## src/sv/ptw_pkg.sv

```systemverilog
// Shared types and codes for the four-level page-table walker.
// No dependencies; used by ptw_step and four_level_page_table_walker.
`default_nettype none

package ptw_pkg;

  // Input word selector
  localparam logic ReqNew  = 1'b0;
  localparam logic ReqResp = 1'b1;

  // Result word kind
  localparam logic KindRead = 1'b0;
  localparam logic KindDone = 1'b1;

  // Walk level codes; codes above LvlFour are treated as idle
  localparam int unsigned LevelBits = 3;
  localparam logic [LevelBits-1:0] LvlIdle  = 3'd0;
  localparam logic [LevelBits-1:0] LvlOne   = 3'd1;
  localparam logic [LevelBits-1:0] LvlTwo   = 3'd2;
  localparam logic [LevelBits-1:0] LvlThree = 3'd3;
  localparam logic [LevelBits-1:0] LvlFour  = 3'd4;

  localparam logic [63:0] PresentBit  = 64'h1;
  localparam logic [63:0] LargePgBit  = 64'h80;

  typedef struct packed {
    logic        req_type;
    logic [35:0] dir_base;
    logic [47:0] virt_addr;
    logic [63:0] read_data;
  } ptw_in_t;

  typedef struct packed {
    logic        out_kind;
    logic [36:0] read_addr;
    logic [51:0] phys_addr;
    logic        fault;
  } ptw_out_t;

  typedef struct packed {
    logic [LevelBits-1:0] level;
    logic [47:0]          linear;
  } ptw_state_t;

endpackage

`default_nettype wire

```

## src/sv/ptw_step.sv

```systemverilog
// Combinational step of the walker: one input word plus walk state in,
// next walk state and an optional result word out. Depends on ptw_pkg.
`default_nettype none

module ptw_step #(
  parameter int unsigned PHYS_BITS = 36
) (
  input  ptw_pkg::ptw_in_t    item_i,
  input  ptw_pkg::ptw_state_t state_i,
  output ptw_pkg::ptw_state_t state_o,
  output logic                res_valid_o,
  output ptw_pkg::ptw_out_t   res_o
);
  import ptw_pkg::*;

  localparam logic [63:0] PhysLimit = 64'((65'd1 << PHYS_BITS) - 65'd1);
  localparam logic [63:0] Frame4k   = PhysLimit & ~64'hFFF;
  localparam logic [63:0] Frame2m   = PhysLimit & ~64'h1F_FFFF;
  localparam logic [63:0] Frame1g   = PhysLimit & ~64'h3FFF_FFFF;

  logic [63:0] entry;
  logic [47:0] lin;
  logic        present;
  logic        large_pg;
  logic [63:0] frame_4k;

  // one adder for entry addresses, one for the final address
  logic [36:0] rd_base;
  logic [8:0]  rd_idx;
  logic [36:0] rd_sum;
  logic [51:0] pa_frame;
  logic [29:0] pa_off;
  logic [51:0] pa_sum;

  logic        is_read;
  logic        is_fault;

  assign entry    = item_i.read_data;
  assign lin      = state_i.linear;
  assign present  = |(entry & PresentBit);
  assign large_pg = |(entry & LargePgBit);
  assign frame_4k = entry & Frame4k;

  always_comb begin
    rd_base = frame_4k[36:0];
    rd_idx  = lin[38:30];
    if (item_i.req_type == ReqNew) begin
      rd_base = {1'b0, item_i.dir_base[35:4], 4'b0000};
      rd_idx  = item_i.virt_addr[47:39];
    end else begin
      case (state_i.level)
        LvlTwo:   rd_idx = lin[29:21];
        LvlThree: rd_idx = lin[20:12];
        default:  rd_idx = lin[38:30];
      endcase
    end
  end

  assign rd_sum = rd_base + {25'd0, rd_idx, 3'b000};

  always_comb begin
    case (state_i.level)
      LvlTwo: begin
        pa_frame = 52'(entry & Frame1g);
        pa_off   = lin[29:0];
      end
      LvlThree: begin
        pa_frame = 52'(entry & Frame2m);
        pa_off   = {9'd0, lin[20:0]};
      end
      default: begin
        pa_frame = frame_4k[51:0];
        pa_off   = {18'd0, lin[11:0]};
      end
    endcase
  end

  assign pa_sum = pa_frame + {22'd0, pa_off};

  always_comb begin
    state_o     = state_i;
    res_valid_o = 1'b1;
    is_read     = 1'b0;
    is_fault    = 1'b0;
    if (item_i.req_type == ReqNew) begin
      // a request abandons any walk in flight
      state_o.level  = LvlOne;
      state_o.linear = item_i.virt_addr;
      is_read        = 1'b1;
    end else begin
      case (state_i.level)
        LvlOne: begin
          if (!present) begin
            is_fault = 1'b1;
          end else begin
            is_read = 1'b1;
          end
        end
        LvlTwo, LvlThree: begin
          if (!present) begin
            is_fault = 1'b1;
          end else if (!large_pg) begin
            is_read = 1'b1;
          end
        end
        LvlFour: begin
          if (!present || frame_4k == 64'd0) begin
            is_fault = 1'b1;
          end
        end
        default: begin
          // response with no walk pending is dropped
          res_valid_o = 1'b0;
        end
      endcase
      if (is_read) begin
        state_o.level = state_i.level + LevelBits'(1);
      end else begin
        state_o.level = LvlIdle;
      end
    end
  end

  always_comb begin
    res_o.out_kind  = is_read ? KindRead : KindDone;
    res_o.read_addr = is_read ? rd_sum : 37'd0;
    res_o.phys_addr = (is_read || is_fault) ? 52'd0 : pa_sum;
    res_o.fault     = is_fault;
  end

endmodule

`default_nettype wire

```

## src/sv/four_level_page_table_walker.sv

```systemverilog
// Four-level page-table walker for 48-bit linear addresses: a request word
// starts a walk and returns the first entry address; each memory response word
// returns the next entry address or the finished translation (or a fault).
// Throughput is one word per cycle while the output is not stalled: a word is
// captured in the input register, the walk step (one 37-bit address add and
// one 52-bit translation add) is combinational, and the answer sits in the
// result register. Responses arriving with no walk pending give no result;
// a request during a walk restarts it. PHYS_BITS (32..52) sets the frame
// width taken from the entries.
// Depends on ptw_pkg and ptw_step.
`default_nettype none

module four_level_page_table_walker #(
  parameter int unsigned PHYS_BITS = 36
) (
  input  logic              clk_i,
  input  logic              rst_ni,
  input  logic              in_valid_i,
  output logic              in_stall_o,
  input  ptw_pkg::ptw_in_t  in_item_i,
  output logic              out_valid_o,
  input  logic              out_stall_i,
  output ptw_pkg::ptw_out_t out_item_o
);
  import ptw_pkg::*;

  logic       in_valid_q;
  ptw_in_t    in_item_q;
  ptw_state_t state_q;
  ptw_state_t state_d;
  logic       out_valid_q;
  ptw_out_t   out_item_q;

  logic       res_valid;
  ptw_out_t   res;
  logic       out_free;
  logic       consume;
  logic       in_load;

  ptw_step #(
    .PHYS_BITS (PHYS_BITS)
  ) u_step (
    .item_i      (in_item_q),
    .state_i     (state_q),
    .state_o     (state_d),
    .res_valid_o (res_valid),
    .res_o       (res)
  );

  // a word with no result never waits on the output side
  assign out_free   = !out_valid_q || !out_stall_i;
  assign consume    = in_valid_q && (out_free || !res_valid);
  assign in_stall_o = in_valid_q && !consume;
  assign in_load    = in_valid_i && !in_stall_o;

  always_ff @(posedge clk_i or negedge rst_ni) begin
    if (!rst_ni) begin
      in_valid_q     <= 1'b0;
      state_q.level  <= LvlIdle;
      state_q.linear <= 48'd0;
      out_valid_q    <= 1'b0;
    end else begin
      if (in_load) begin
        in_valid_q <= 1'b1;
      end else if (consume) begin
        in_valid_q <= 1'b0;
      end
      if (consume) begin
        state_q <= state_d;
      end
      if (consume && res_valid) begin
        out_valid_q <= 1'b1;
      end else if (!out_stall_i) begin
        out_valid_q <= 1'b0;
      end
    end
  end

  always_ff @(posedge clk_i) begin
    if (in_load) begin
      in_item_q <= in_item_i;
    end
    if (consume && res_valid) begin
      out_item_q <= res;
    end
  end

  assign out_valid_o = out_valid_q;
  assign out_item_o  = out_item_q;

  // a captured word only waits behind a stalled result
  a_wait_cause: assert property (@(posedge clk_i) disable iff (!rst_ni)
    in_valid_q && !consume |-> out_valid_q && out_stall_i)
    else $error("input word held without a stalled result");

  a_req_starts: assert property (@(posedge clk_i) disable iff (!rst_ni)
    consume && in_item_q.req_type == ReqNew |=> state_q.level == LvlOne)
    else $error("request did not start a walk");

  a_done_idles: assert property (@(posedge clk_i) disable iff (!rst_ni)
    consume && res_valid && res.out_kind == KindDone |=> state_q.level == LvlIdle)
    else $error("walk still pending after finished translation");

  a_level_range: assert property (@(posedge clk_i) disable iff (!rst_ni)
    state_q.level <= LvlFour)
    else $error("walk level out of range");

endmodule

`default_nettype wire
```

## config.mk

```make
export PLATFORM = sky130hd
export DESIGN_NAME = four_level_page_table_walker
export DESIGN_NICKNAME = d
export VERILOG_FILES = /design/src/sv/ptw_pkg.sv /design/src/sv/ptw_step.sv /design/src/sv/four_level_page_table_walker.sv
export SDC_FILE = /design/constraint.sdc
export NUM_CORES = 1
export LEC_CHECK = 0
export BUFFER_PORTS_ARGS = -buffer_cell sky130_fd_sc_hd__buf_2
export CORE_MARGIN = 2
export CORE_UTILIZATION = 50
export CTS_CLUSTER_DIAMETER = 80
export DETAILED_ROUTE_END_ITERATION = 12
export PLACE_DENSITY = 0.75
export SLEW_MARGIN = 25
export SYNTH_ARGS = -nofsm -noshare
export SYNTH_HDL_FRONTEND = slang
export SYNTH_SLANG_ARGS = --single-unit
export TNS_END_PERCENT = 20
```

## constraint.sdc

```tcl
create_clock -name clk_i -period 6.75 [get_ports clk_i]
set_input_delay 0.3375 -clock clk_i [delete_from_list [all_inputs] [get_ports clk_i]]
set_output_delay 0.3375 -clock clk_i [all_outputs]
set_load 0.01 [all_outputs]
```

### Word level (Yosys, flattened, before mapping)

Index checks and enable logic that the tools add are counted.

* bitwise operators: 1
* reductions and logical operators: 20
* add/sub/neg operators: 3
* eq/ne operators: 5
* multiplexer cells: 24

Operators with widths (number)
* 30-bit one-hot mux with 2 select lines: 2
* 64-bit logical NOT: 1
* 36-bit by 30-bit adder with 37-bit output: 1
* 37-bit by 12-bit adder with 37-bit output: 1
* 36-bit 2-to-1 mux: 1
* 9-bit one-hot mux with 2 select lines: 1
* 1-bit 2-to-1 mux: 15
* 9-bit 2-to-1 mux: 1
* 3-bit by 2-bit == test with 1-bit output, second input constant: 2
* 1-bit logical NOT: 6
* 3-bit 2-to-1 mux: 2
* 1-bit logical AND: 4
* 1-bit logical OR: 4
* 1-bit one-hot mux with 2 select lines: 2
* 4-bit OR reduction: 1
* 3-bit by 1-bit adder with 3-bit output, second input constant: 1
* 3-bit by 1-bit == test with 1-bit output, second input constant: 1
* 3-bit == test, second input constant: 1
* 3-bit OR reduction: 1
* 2-bit by 1-bit != test with 1-bit output, second input constant: 1
* 2-bit AND reduction: 1
* 2-bit nonzero test: 1
* 2-bit OR reduction: 1
* 1-bit inverter: 1

* logic and storage cells: 65
* output and inout port bits: 93
* input bits: 153
* register bits after elaboration: 256

### Depth between registers and ports, before layout

Gate-level depths: netlist of the first run.

* word-level depth: 12
* depth in mapped cells: 16
* gate-level depth less buffers: 15

### Modules after synthesis

From an unflattened synthesis of the first run, not the netlist that was laid out.

* cells, all modules: 1145
* area, all modules: 14710.4 um2

By module, submodules not included
* four_level_page_table_walker: area each 10289.9 um2, cells an instance 541, instances 1, sequential area each 8533.2 um2
* ptw_step: area each 4420.5 um2, cells an instance 604, instances 1, sequential area each 0.0 um2

### Least setup slack after synthesis of the first run

OpenSTA, ideal clock, no wires.

* path type: flip-flop to flip-flop
* start point: register state_q[48] in the netlist's numbering
* end point: register out_item_q (netlist bit out_item_o[0]), enable pin
* clock period less this slack: 4.903 ns
* data arrival time: 4.398 ns
* cell stages (with the launch flop): 7
* setup time: 0.505 ns
* data required time: 6.245 ns
* slack: 1.847 ns
* path buffers: 1
* cells stage by stage: dfrtp_1 -> ha_1 -> ha_1 -> clkbuf_1 -> nor3_1 -> o21ai_1 -> nor2_1

* cells in the longest elaborated chain, start to end: 8
* elaborated cells between the ends (all ways): 11
* classes of those cells: eq/ne (4); mux (2); reduce/logical (5)

Ends and longest elaborated chain
* from (decl): RTL line four_level_page_table_walker.sv:29 `ptw_state_t state_q;`
* from (signal assigned): RTL line four_level_page_table_walker.sv:69 `state_q <= state_d;`
* 3-bit by 1-bit == test with 1-bit output (tied with other cells): RTL line ptw_step.sv:91 `case (state_i.level)`
* 4-bit OR reduction (no source line) *
* 1-bit 2-to-1 mux *: RTL line ptw_step.sv:91
* 1-bit 2-to-1 mux *: RTL line ptw_step.sv:85 `if (item_i.req_type == ReqNew) begin`
* 1-bit logical NOT: RTL line four_level_page_table_walker.sv:52 `assign consume = in_valid_q && (out_free || !res_valid);`
* 1-bit logical OR: RTL line four_level_page_table_walker.sv:52
* 1-bit logical AND: RTL line four_level_page_table_walker.sv:52
* 1-bit logical AND *: RTL line four_level_page_table_walker.sv:83 `if (consume && res_valid) begin`
* to (signal assigned): RTL line four_level_page_table_walker.sv:84 `out_item_q <= res;`
* to (decl): RTL line four_level_page_table_walker.sv:32 `ptw_out_t out_item_q;`

Every way passes the cells marked *; elsewhere a longest branch is shown, timed or not.
A chain may end at the register's enable or synchronous reset.

### Worst setup path in the final report of the first run

* start point: register state_q[48] in the netlist's numbering
* end point: register out_item_q (netlist bit out_item_o[73]) (data pin)

* cells in the longest elaborated chain, start to end: 5
* elaborated cells between the ends (all ways): 10
* classes of those cells: add/sub (1); eq/ne (3); mux (5); reduce/logical (1)

Ends and longest elaborated chain
* branches (longest 5 deep; another with 37-bit by 12-bit adder with 37-bit output)

Several ways; the timed one is not identified. The select of a mux whose other input is x is not followed.

==> results.yml, run 1 <==
power:
  switching_power_w: 0.00116
  cellLeakagePower_nw: 5.43
  power_density_nw_per_um2: 308
  netSwitchingFraction_pct: 28.0
  p_int_w: 0.00299
  pwr-share-clk_pct: 31.7
  seq_power_share_pct: 46.3
  combinational_fraction_of_design_power_pct: 22.0
  ir_worst_vdd_uv: 237
final_layout:
  final.fill_count: 1530
  fin_util_pct: 64.4
  n_antenna_cell: 0
  total_area_of_sequential_cells_um2: 6510
  multiInputGateArea_um2: 3810
  drive_above_1_share_pct: 26.1
  layout-area-overhead-vs-synth_pct: 27.6
  layout.nets: 1275
drt:
  drt-vias-per-instance: 5.34
  route.detailed.drc: 0
  drt_wirelength_um: 24900
  antenna_left: 0
  drt-wirelength-per-cell_um: 18.0
  dr_vias: 7397
  first_iter_violations: 441
  drt-pass1-iter-count: 5
setup_path:
  timing.reg2reg.worst_path_depth: 15
  critPathMaxFanout: 12
  regToRegStartpoint: "state_q[48]"
  timing.critical_path.required_ns: 6.98
  regToRegSetupSlack_ns: 1.83
  startpoint_type: "flip-flop"
  timing.rr.end: "out_item_o[73]"
  critical_path_class: "reg -> reg"
  critical_path.endpoint_type: "flip-flop"
  cp_data_arrival_time_ns: 5.15
floorplanning:
  initial_core_util_pct: 50.5
  die_width_um: 149
  die-height_um: 149
  floorplan_core_area_um2: 20900
  row_count: 53
  floorplan_die_area_um2: 22300
  pin_count: 246
sta:
  worst_pin_slew_ns: 0.947
  maxSlewViolCount: 0
  fin_tns_setup_ns: 0
  rsz0062_at_grt: "false"
  setup-violations-final: 0
  slew-limit-headroom_pct: 36.8
  min_period_ns: 4.92
  max_clock_freq_ghz: 0.203
  timing.clock.skew_ns: 0.0262
  timing.final.crit_share_pct: 72.9
  report.final.hold_viol_count: 0
status:
  outcome: "complete, no violations"
hold_path:
  hold_path_depth: 1
  hp-start: "in_item_i[73]"
  timing.hold.worst.class: "in -> reg"
  timing.hold.worst_endpoint: "in_item_q[73]"
synth:
  synth-edff-count: 180
  ys_async_sr_fraction_pct: 19.6
  top_flip_flop_cell_by_instance_count_after_synthesis: "sky130_fd_sc_hd__edfxtp_1"
  postSynthRegisterBits: 224
  syn-cell-area_um2: 10500
  yosysWarnings: 0
  fraction_of_the_yosys_area_taken_by_sequential_cells_pct: 61.7
  synth_cell_type_count: 66
  syn_inst: 813
  syn_area_per_cell_um2: 13.0
global_routing:
  grt_overflow_total: 0
  first_global_vias: 7098
  initial_antenna_violation_count: 0
  global_route_usage_over_all_layers_pct: 22.0
  first_pass_grt_wire_length_um: 37700
  pin_count_of_the_biggest_net_entering_global_routing: 88
placed_design:
  place.gp.congestion: 0.914
  port_buffers: 185
  dpl.hpwl_um: 16500
cts:
  cts_root_buffer: "sky130_fd_sc_hd__clkbuf_16"
  post_cts_resized: 0
  cts_num_sinks: 224
  clock_insertion_delay_worst_skew_ns: 0.52
  cts.htree.levels: 1
  postCtsSetupRepairBufs: 0
  cts_buffers: 24
  clk_transition_reported_paths_ns: 0.06
  cts_tree: "built"
  cts_buffer_depth: 3
flow_run:
  max-cap-violations: 0
power groups by stage:
stage	Combinational [W]	Clock, W	Sequential (W)
2_1_floorplan	0.000516	0	0.00198
3_3_place_gp	0.000827	0	0.00194
3_5_place_dp	0.000871	0	0.00195
4_1_cts	0.000911	0.00133	0.00192
5_1_grt	0.00100	0.00140	0.00195
6_report	0.000911	0.00131	0.00192
repair_timing:
action | in CTS | in global routing
hold buffers | 79 | 10
setup endpoints to repair | 0 | 0
endpoints found under the hold margin | 79 | 53
critical path, cell delays in order (launching register included):
cell,delay (ns)
sky130_fd_sc_hd__dfrtp_1,0.42
sky130_fd_sc_hd__inv_1,0.11
sky130_fd_sc_hd__ha_1,0.21
sky130_fd_sc_hd__nor2b_1,0.66
sky130_fd_sc_hd__nor2_1,0.27
sky130_fd_sc_hd__a221oi_1,0.51
sky130_fd_sc_hd__a21oi_1,0.16
sky130_fd_sc_hd__ha_1,0.28
sky130_fd_sc_hd__fa_1,0.44
sky130_fd_sc_hd__a211oi_1,0.31
sky130_fd_sc_hd__o21ai_0,0.25
sky130_fd_sc_hd__nand2_1,0.37
sky130_fd_sc_hd__nor2_2,0.14
sky130_fd_sc_hd__nand2_1,0.18
sky130_fd_sc_hd__xor2_1,0.21
sky130_fd_sc_hd__o22ai_1,0.10
synthesized netlist by cell type (all sizes together), types with 18 or more instances:
library cell	n	area [um^2]
a21oi	37	185
and2	30	188
buf	28	196
dfrtp	44	1100
edfxtp	180	5410
ha	29	363
mux2	43	484
nand2	43	161
nand3	19	100
nor2	63	254
nor2b	33	206
o21ai	24	120
o22ai	18	113
xnor2	26	228
xor2	28	245
through the flow:
step | power [W] | setup WS [ns] | instances | instance area, um^2 | hold WS [ns]
detailed placement | 0.00282 | 1.84 | 1251 | 11700 | 0.465
CTS | 0.00416 | 1.84 | 1374 | 13300 | 0.000000694
finish | 0.00415 | 1.83 | 1384 | 13400 | 0.0124
global route | 0.00435 | 1.52 | 1384 | 13400 | 0.000223
global placement | 0.00277 | 2.05 | 1249 | 11700 | 0.457
floorplan | 0.00249 | 1.85 | 830 | 10600 | 0.0419
cell families (layout without fill, tap and decap cells):
group	after synthesis	in the layout	share of synthesized area [%]
buf+inv	61	340	3.05
mux	53	53	5.54
other cells	1	18	0.0356
compound gates	144	144	9.03
fa+ha+maj	31	31	3.82
xor+xnor	54	54	4.49
flops	224	224	61.7
simple gates	245	245	12.3
layout by cell type (no fill, tap or decap), types with 5 or more instances in the layout:
| cell type | count |
|---|---|
| sky130_fd_sc_hd__nand4_1 | 5 |
| sky130_fd_sc_hd__and3_1 | 9 |
| sky130_fd_sc_hd__nand3_1 | 17 |
| sky130_fd_sc_hd__nor3_1 | 13 |
| sky130_fd_sc_hd__xnor2_1 | 26 |
| sky130_fd_sc_hd__a21o_1 | 10 |
| sky130_fd_sc_hd__edfxtp_1 | 180 |
| sky130_fd_sc_hd__a221oi_1 | 9 |
| sky130_fd_sc_hd__a31oi_1 | 6 |
| sky130_fd_sc_hd__xor2_1 | 28 |
| sky130_fd_sc_hd__o211ai_1 | 6 |
| sky130_fd_sc_hd__nand2_1 | 43 |
| sky130_fd_sc_hd__mux2_2 | 42 |
| sky130_fd_sc_hd__dlygate4sd3_1 | 89 |
| sky130_fd_sc_hd__nor4_1 | 7 |
| sky130_fd_sc_hd__conb_1 | 18 |
| sky130_fd_sc_hd__a211oi_1 | 8 |
| sky130_fd_sc_hd__mux2i_1 | 10 |
| sky130_fd_sc_hd__nor2_1 | 58 |
| sky130_fd_sc_hd__dfrtp_1 | 44 |
| sky130_fd_sc_hd__o22ai_1 | 18 |
| sky130_fd_sc_hd__buf_2 | 184 |
| sky130_fd_sc_hd__clkbuf_16 | 25 |
| sky130_fd_sc_hd__nand2b_1 | 6 |
| sky130_fd_sc_hd__inv_1 | 16 |
| sky130_fd_sc_hd__and2_1 | 29 |
| sky130_fd_sc_hd__nor2b_1 | 33 |
| sky130_fd_sc_hd__a21oi_1 | 37 |
| sky130_fd_sc_hd__ha_1 | 29 |
| sky130_fd_sc_hd__o21ai_0 | 20 |
flip-flops by register name (all words and copies together) (netlist names):
register,flops
state_q,42
out_item_o,73
out_valid_o,1
in_item_q,107
in_valid_q,1
layout make-up:
class	instances	area share [%]
Clock buffer	32	5.07
Tap cell	275	2.56
Multi-Input combinational cell	545	28.4
Inverter	16	0.447
Timing Repair Buffer	280	14.3
Clock inverter	12	0.921
Sequential cell	224	48.4
worst max-delay path by stage:
stage	from	to	slack (ns)
after floorplan	state_q[48]	out_item_o[0]	1.85
after global placement	state_q[48]	out_item_o[71]	2.05
after detailed placement	state_q[48]	out_item_o[73]	1.84
after CTS	state_q[48]	out_item_o[73]	1.84
after global routing	state_q[48]	out_item_o[73]	1.52
final	state_q[48]	out_item_o[73]	1.83
per-layer routing:
layer | track usage [%] | routed length (um)
met1 | 29.6 | 10300
met2 | 37.2 | 12300
met3 | 3.64 | 1710
met4 | 5.90 | 572
met5 | 0 | 0
Note: power is estimated with default switching activity, not from simulation.
==> run 2, diff against run 1 <==
--- a/config.mk
+++ b/config.mk
@@ -7,10 +7,10 @@
 export LEC_CHECK = 0
 export BUFFER_PORTS_ARGS = -buffer_cell sky130_fd_sc_hd__buf_2
 export CORE_MARGIN = 2
-export CORE_UTILIZATION = 50
+export CORE_UTILIZATION = 49
 export CTS_CLUSTER_DIAMETER = 80
 export DETAILED_ROUTE_END_ITERATION = 12
-export PLACE_DENSITY = 0.75
+export PLACE_DENSITY = 0.77
 export SLEW_MARGIN = 25
 export SYNTH_ARGS = -nofsm -noshare
 export SYNTH_HDL_FRONTEND = slang
==> constraint.sdc (replaced) <==
create_clock -name clk_i -period 4.3 [get_ports clk_i]
set_input_delay 0.215 -clock clk_i [delete_from_list [all_inputs] [get_ports clk_i]]
set_output_delay 0.215 -clock clk_i [all_outputs]
set_load 0.01 [all_outputs]
==> run 2 against run 1 <==
  * Critical path depth increased by 1
  * Via count increased by 2.9%
  * Wire length increased by 5.3%
  * Critical endpoint is now out_item_o[86]
  * Largest power group unchanged
  * Utilization increased by 0.22 points
  * Final area increased by 1.3%
==> results.yml, run 2 (same netlist as run 1, synthesis figures left out) <==
status:
  outcome: "complete, no violations"
power:
  cellLeakagePower_nw: 5.53
  ir_worst_vdd_uv: 398
  power_density_nw_per_um2: 471
floorplanning:
  initial_core_util_pct: 50.0
  die_width_um: 151
  pin_count: 246
  floorplan_die_area_um2: 22700
  floorplan_core_area_um2: 21100
  die-height_um: 151
  row_count: 53
setup_path:
  critical_path.endpoint_type: "flip-flop"
  startpoint_type: "flip-flop"
  timing.critical_path.required_ns: 4.53
  cp_data_arrival_time_ns: 4.26
  critPathMaxFanout: 11
  critical_path_class: "reg -> reg"
cts:
  cts_buffers: 23
  cts_buffer_depth: 3
  cts.htree.levels: 1
  clk_transition_reported_paths_ns: 0.06
  cts_tree: "built"
  clock_insertion_delay_worst_skew_ns: 0.53
  cts_num_sinks: 224
  cts_root_buffer: "sky130_fd_sc_hd__clkbuf_16"
global_routing:
  global_route_usage_over_all_layers_pct: 22.9
  grt_overflow_total: 0
  first_global_vias: 7483
  initial_antenna_violation_count: 0
  first_pass_grt_wire_length_um: 39600
  pin_count_of_the_biggest_net_entering_global_routing: 74
placed_design:
  numPlacedInstances: 1258
  port_buffers: 185
  place.gp.congestion: 0.933
  dpl.hpwl_um: 16600
drt:
  first_iter_violations: 469
  drt-wirelength-per-cell_um: 18.6
  route.detailed.drc: 0
  drt_wirelength_um: 26200
  drt-vias-per-instance: 5.39
  antenna_left: 0
  drt-pass1-iter-count: 5
  dr_vias: 7613
sta:
  max_clock_freq_ghz: 0.248
  maxSlewViolCount: 0
  worst_pin_slew_ns: 0.900
  slew-limit-headroom_pct: 38.3
  min_period_ns: 4.03
  setup-violations-final: 0
  rsz0062_at_grt: "false"
  timing.final.crit_share_pct: 93.6
  timing.clock.skew_ns: 0.0214
  report.final.hold_viol_count: 0
  fin_tns_setup_ns: 0
final_layout:
  layout.nets: 1304
  final.fill_count: 1610
  layout.cells.most_common_list: "sky130_fd_sc_hd__buf_2, sky130_fd_sc_hd__edfxtp_1, sky130_fd_sc_hd__dlygate4sd3_1"
  most_flops_register: "in_item_q"
  stdcell_count: 1412
  n_antenna_cell: 0
  drive_above_1_share_pct: 26.4
  most_common_cell_after_layout_fill_and_taps_aside: "sky130_fd_sc_hd__buf_2"
  largest_register_ffs: 107
  layout-area-overhead-vs-synth_pct: 29.2
flow_run:
  max-cap-violations: 0
hold_path:
  timing.hold.worst.class: "in -> async"
run 2: cell count changes in the layout (fill, tap and decap cells not counted), sizes merged:
cell,before,now
dlygate4sd3,89,110
bufinv,2,0
buf,191,200
clkinv,7,5
clkinvlp,2,1
clkbuf,32,35
run 2: final timing paths:
| check | slack (ns) | depth (start not counted) | from | end |
|---|---|---|---|---|
| max | 0.27 | 16 | state_q[48] | out_item_o[86] |
| min | 0.26 | 2 | rst_ni | state_q[12] |
| max reg2reg | 0.27 | 16 | state_q[48] | out_item_o[86] |
| min reg2reg | 0.47 | 1 | in_item_q[70] | state_q[6] |
| max in group asynchronous | 3.64 | 2 | rst_ni | state_q[48] |
| min in group clk_i | 0.39 | 2 | in_item_i[70] | in_item_q[70] |
run 2: final cells by class:
class                   instances  area, um^2  area share (%)
clock buffers                  35         701            5.14
clock inverters                 7        41.3           0.303
inverters                      16        60.1           0.441
multi-input cells             545        3800            27.9
flip-flops and latches        224        6510            47.8
well taps                     275         344            2.53
repair buffers                310        2170            15.9
run 2: where the power goes:
part / internal (W) / switching, W
combinational: 0.000627 / 0.000806
clock: 0.00112 / 0.000832
sequential: 0.00283 / 0.000203
run 2: through the flow:
step	hold slack, ns	total power (W)	instance area [um^2]	setup WS [ns]	util [%]
after CTS	0.381	0.00642	13600	0.0865	64.5
after global placement	0.393	0.00437	11800	0.217	55.7
after floorplan	-0.0806	0.00391	10600	0.0795	-
after detailed placement	0.393	0.00441	11800	0.0847	55.7
final	0.256	0.00642	13600	0.274	64.6
after global routing	0.307	0.00671	13600	0.0289	64.6
run 2: repair_timing:
| action | CTS | global route |
|---|---|---|
| setup buffers | 0 | 2 |
| setup endpoints to repair | 0 | 11 |
| hold buffers | 110 | 0 |
| gates resized for setup | 0 | 3 |
| hold endpoints to repair | 153 | 0 |
run 2: per-layer routing:
metal,global-route usage [%],vias to the layer above,share of wire (%)
met4,7.71,0,3.4
met1,29.8,3663,41
met5,0,-,0
met3,3.36,59,5.7
li1,-,3593,-
met2,39.5,298,50
run 2: worst max-delay path, stage by stage (launching register included):
cell	delay (ns)
sky130_fd_sc_hd__dfrtp_1	0.41
sky130_fd_sc_hd__inv_1	0.10
sky130_fd_sc_hd__ha_1	0.24
sky130_fd_sc_hd__nor2b_1	0.16
sky130_fd_sc_hd__buf_4	0.17
sky130_fd_sc_hd__and2_1	0.23
sky130_fd_sc_hd__a221oi_1	0.35
sky130_fd_sc_hd__a21oi_1	0.14
sky130_fd_sc_hd__ha_1	0.40
sky130_fd_sc_hd__o211ai_1	0.18
sky130_fd_sc_hd__a221oi_2	0.31
sky130_fd_sc_hd__o21ai_1	0.12
sky130_fd_sc_hd__buf_4	0.18
sky130_fd_sc_hd__or2_1	0.37
sky130_fd_sc_hd__nor2_4	0.16
sky130_fd_sc_hd__xnor2_1	0.12
sky130_fd_sc_hd__o22ai_1	0.09
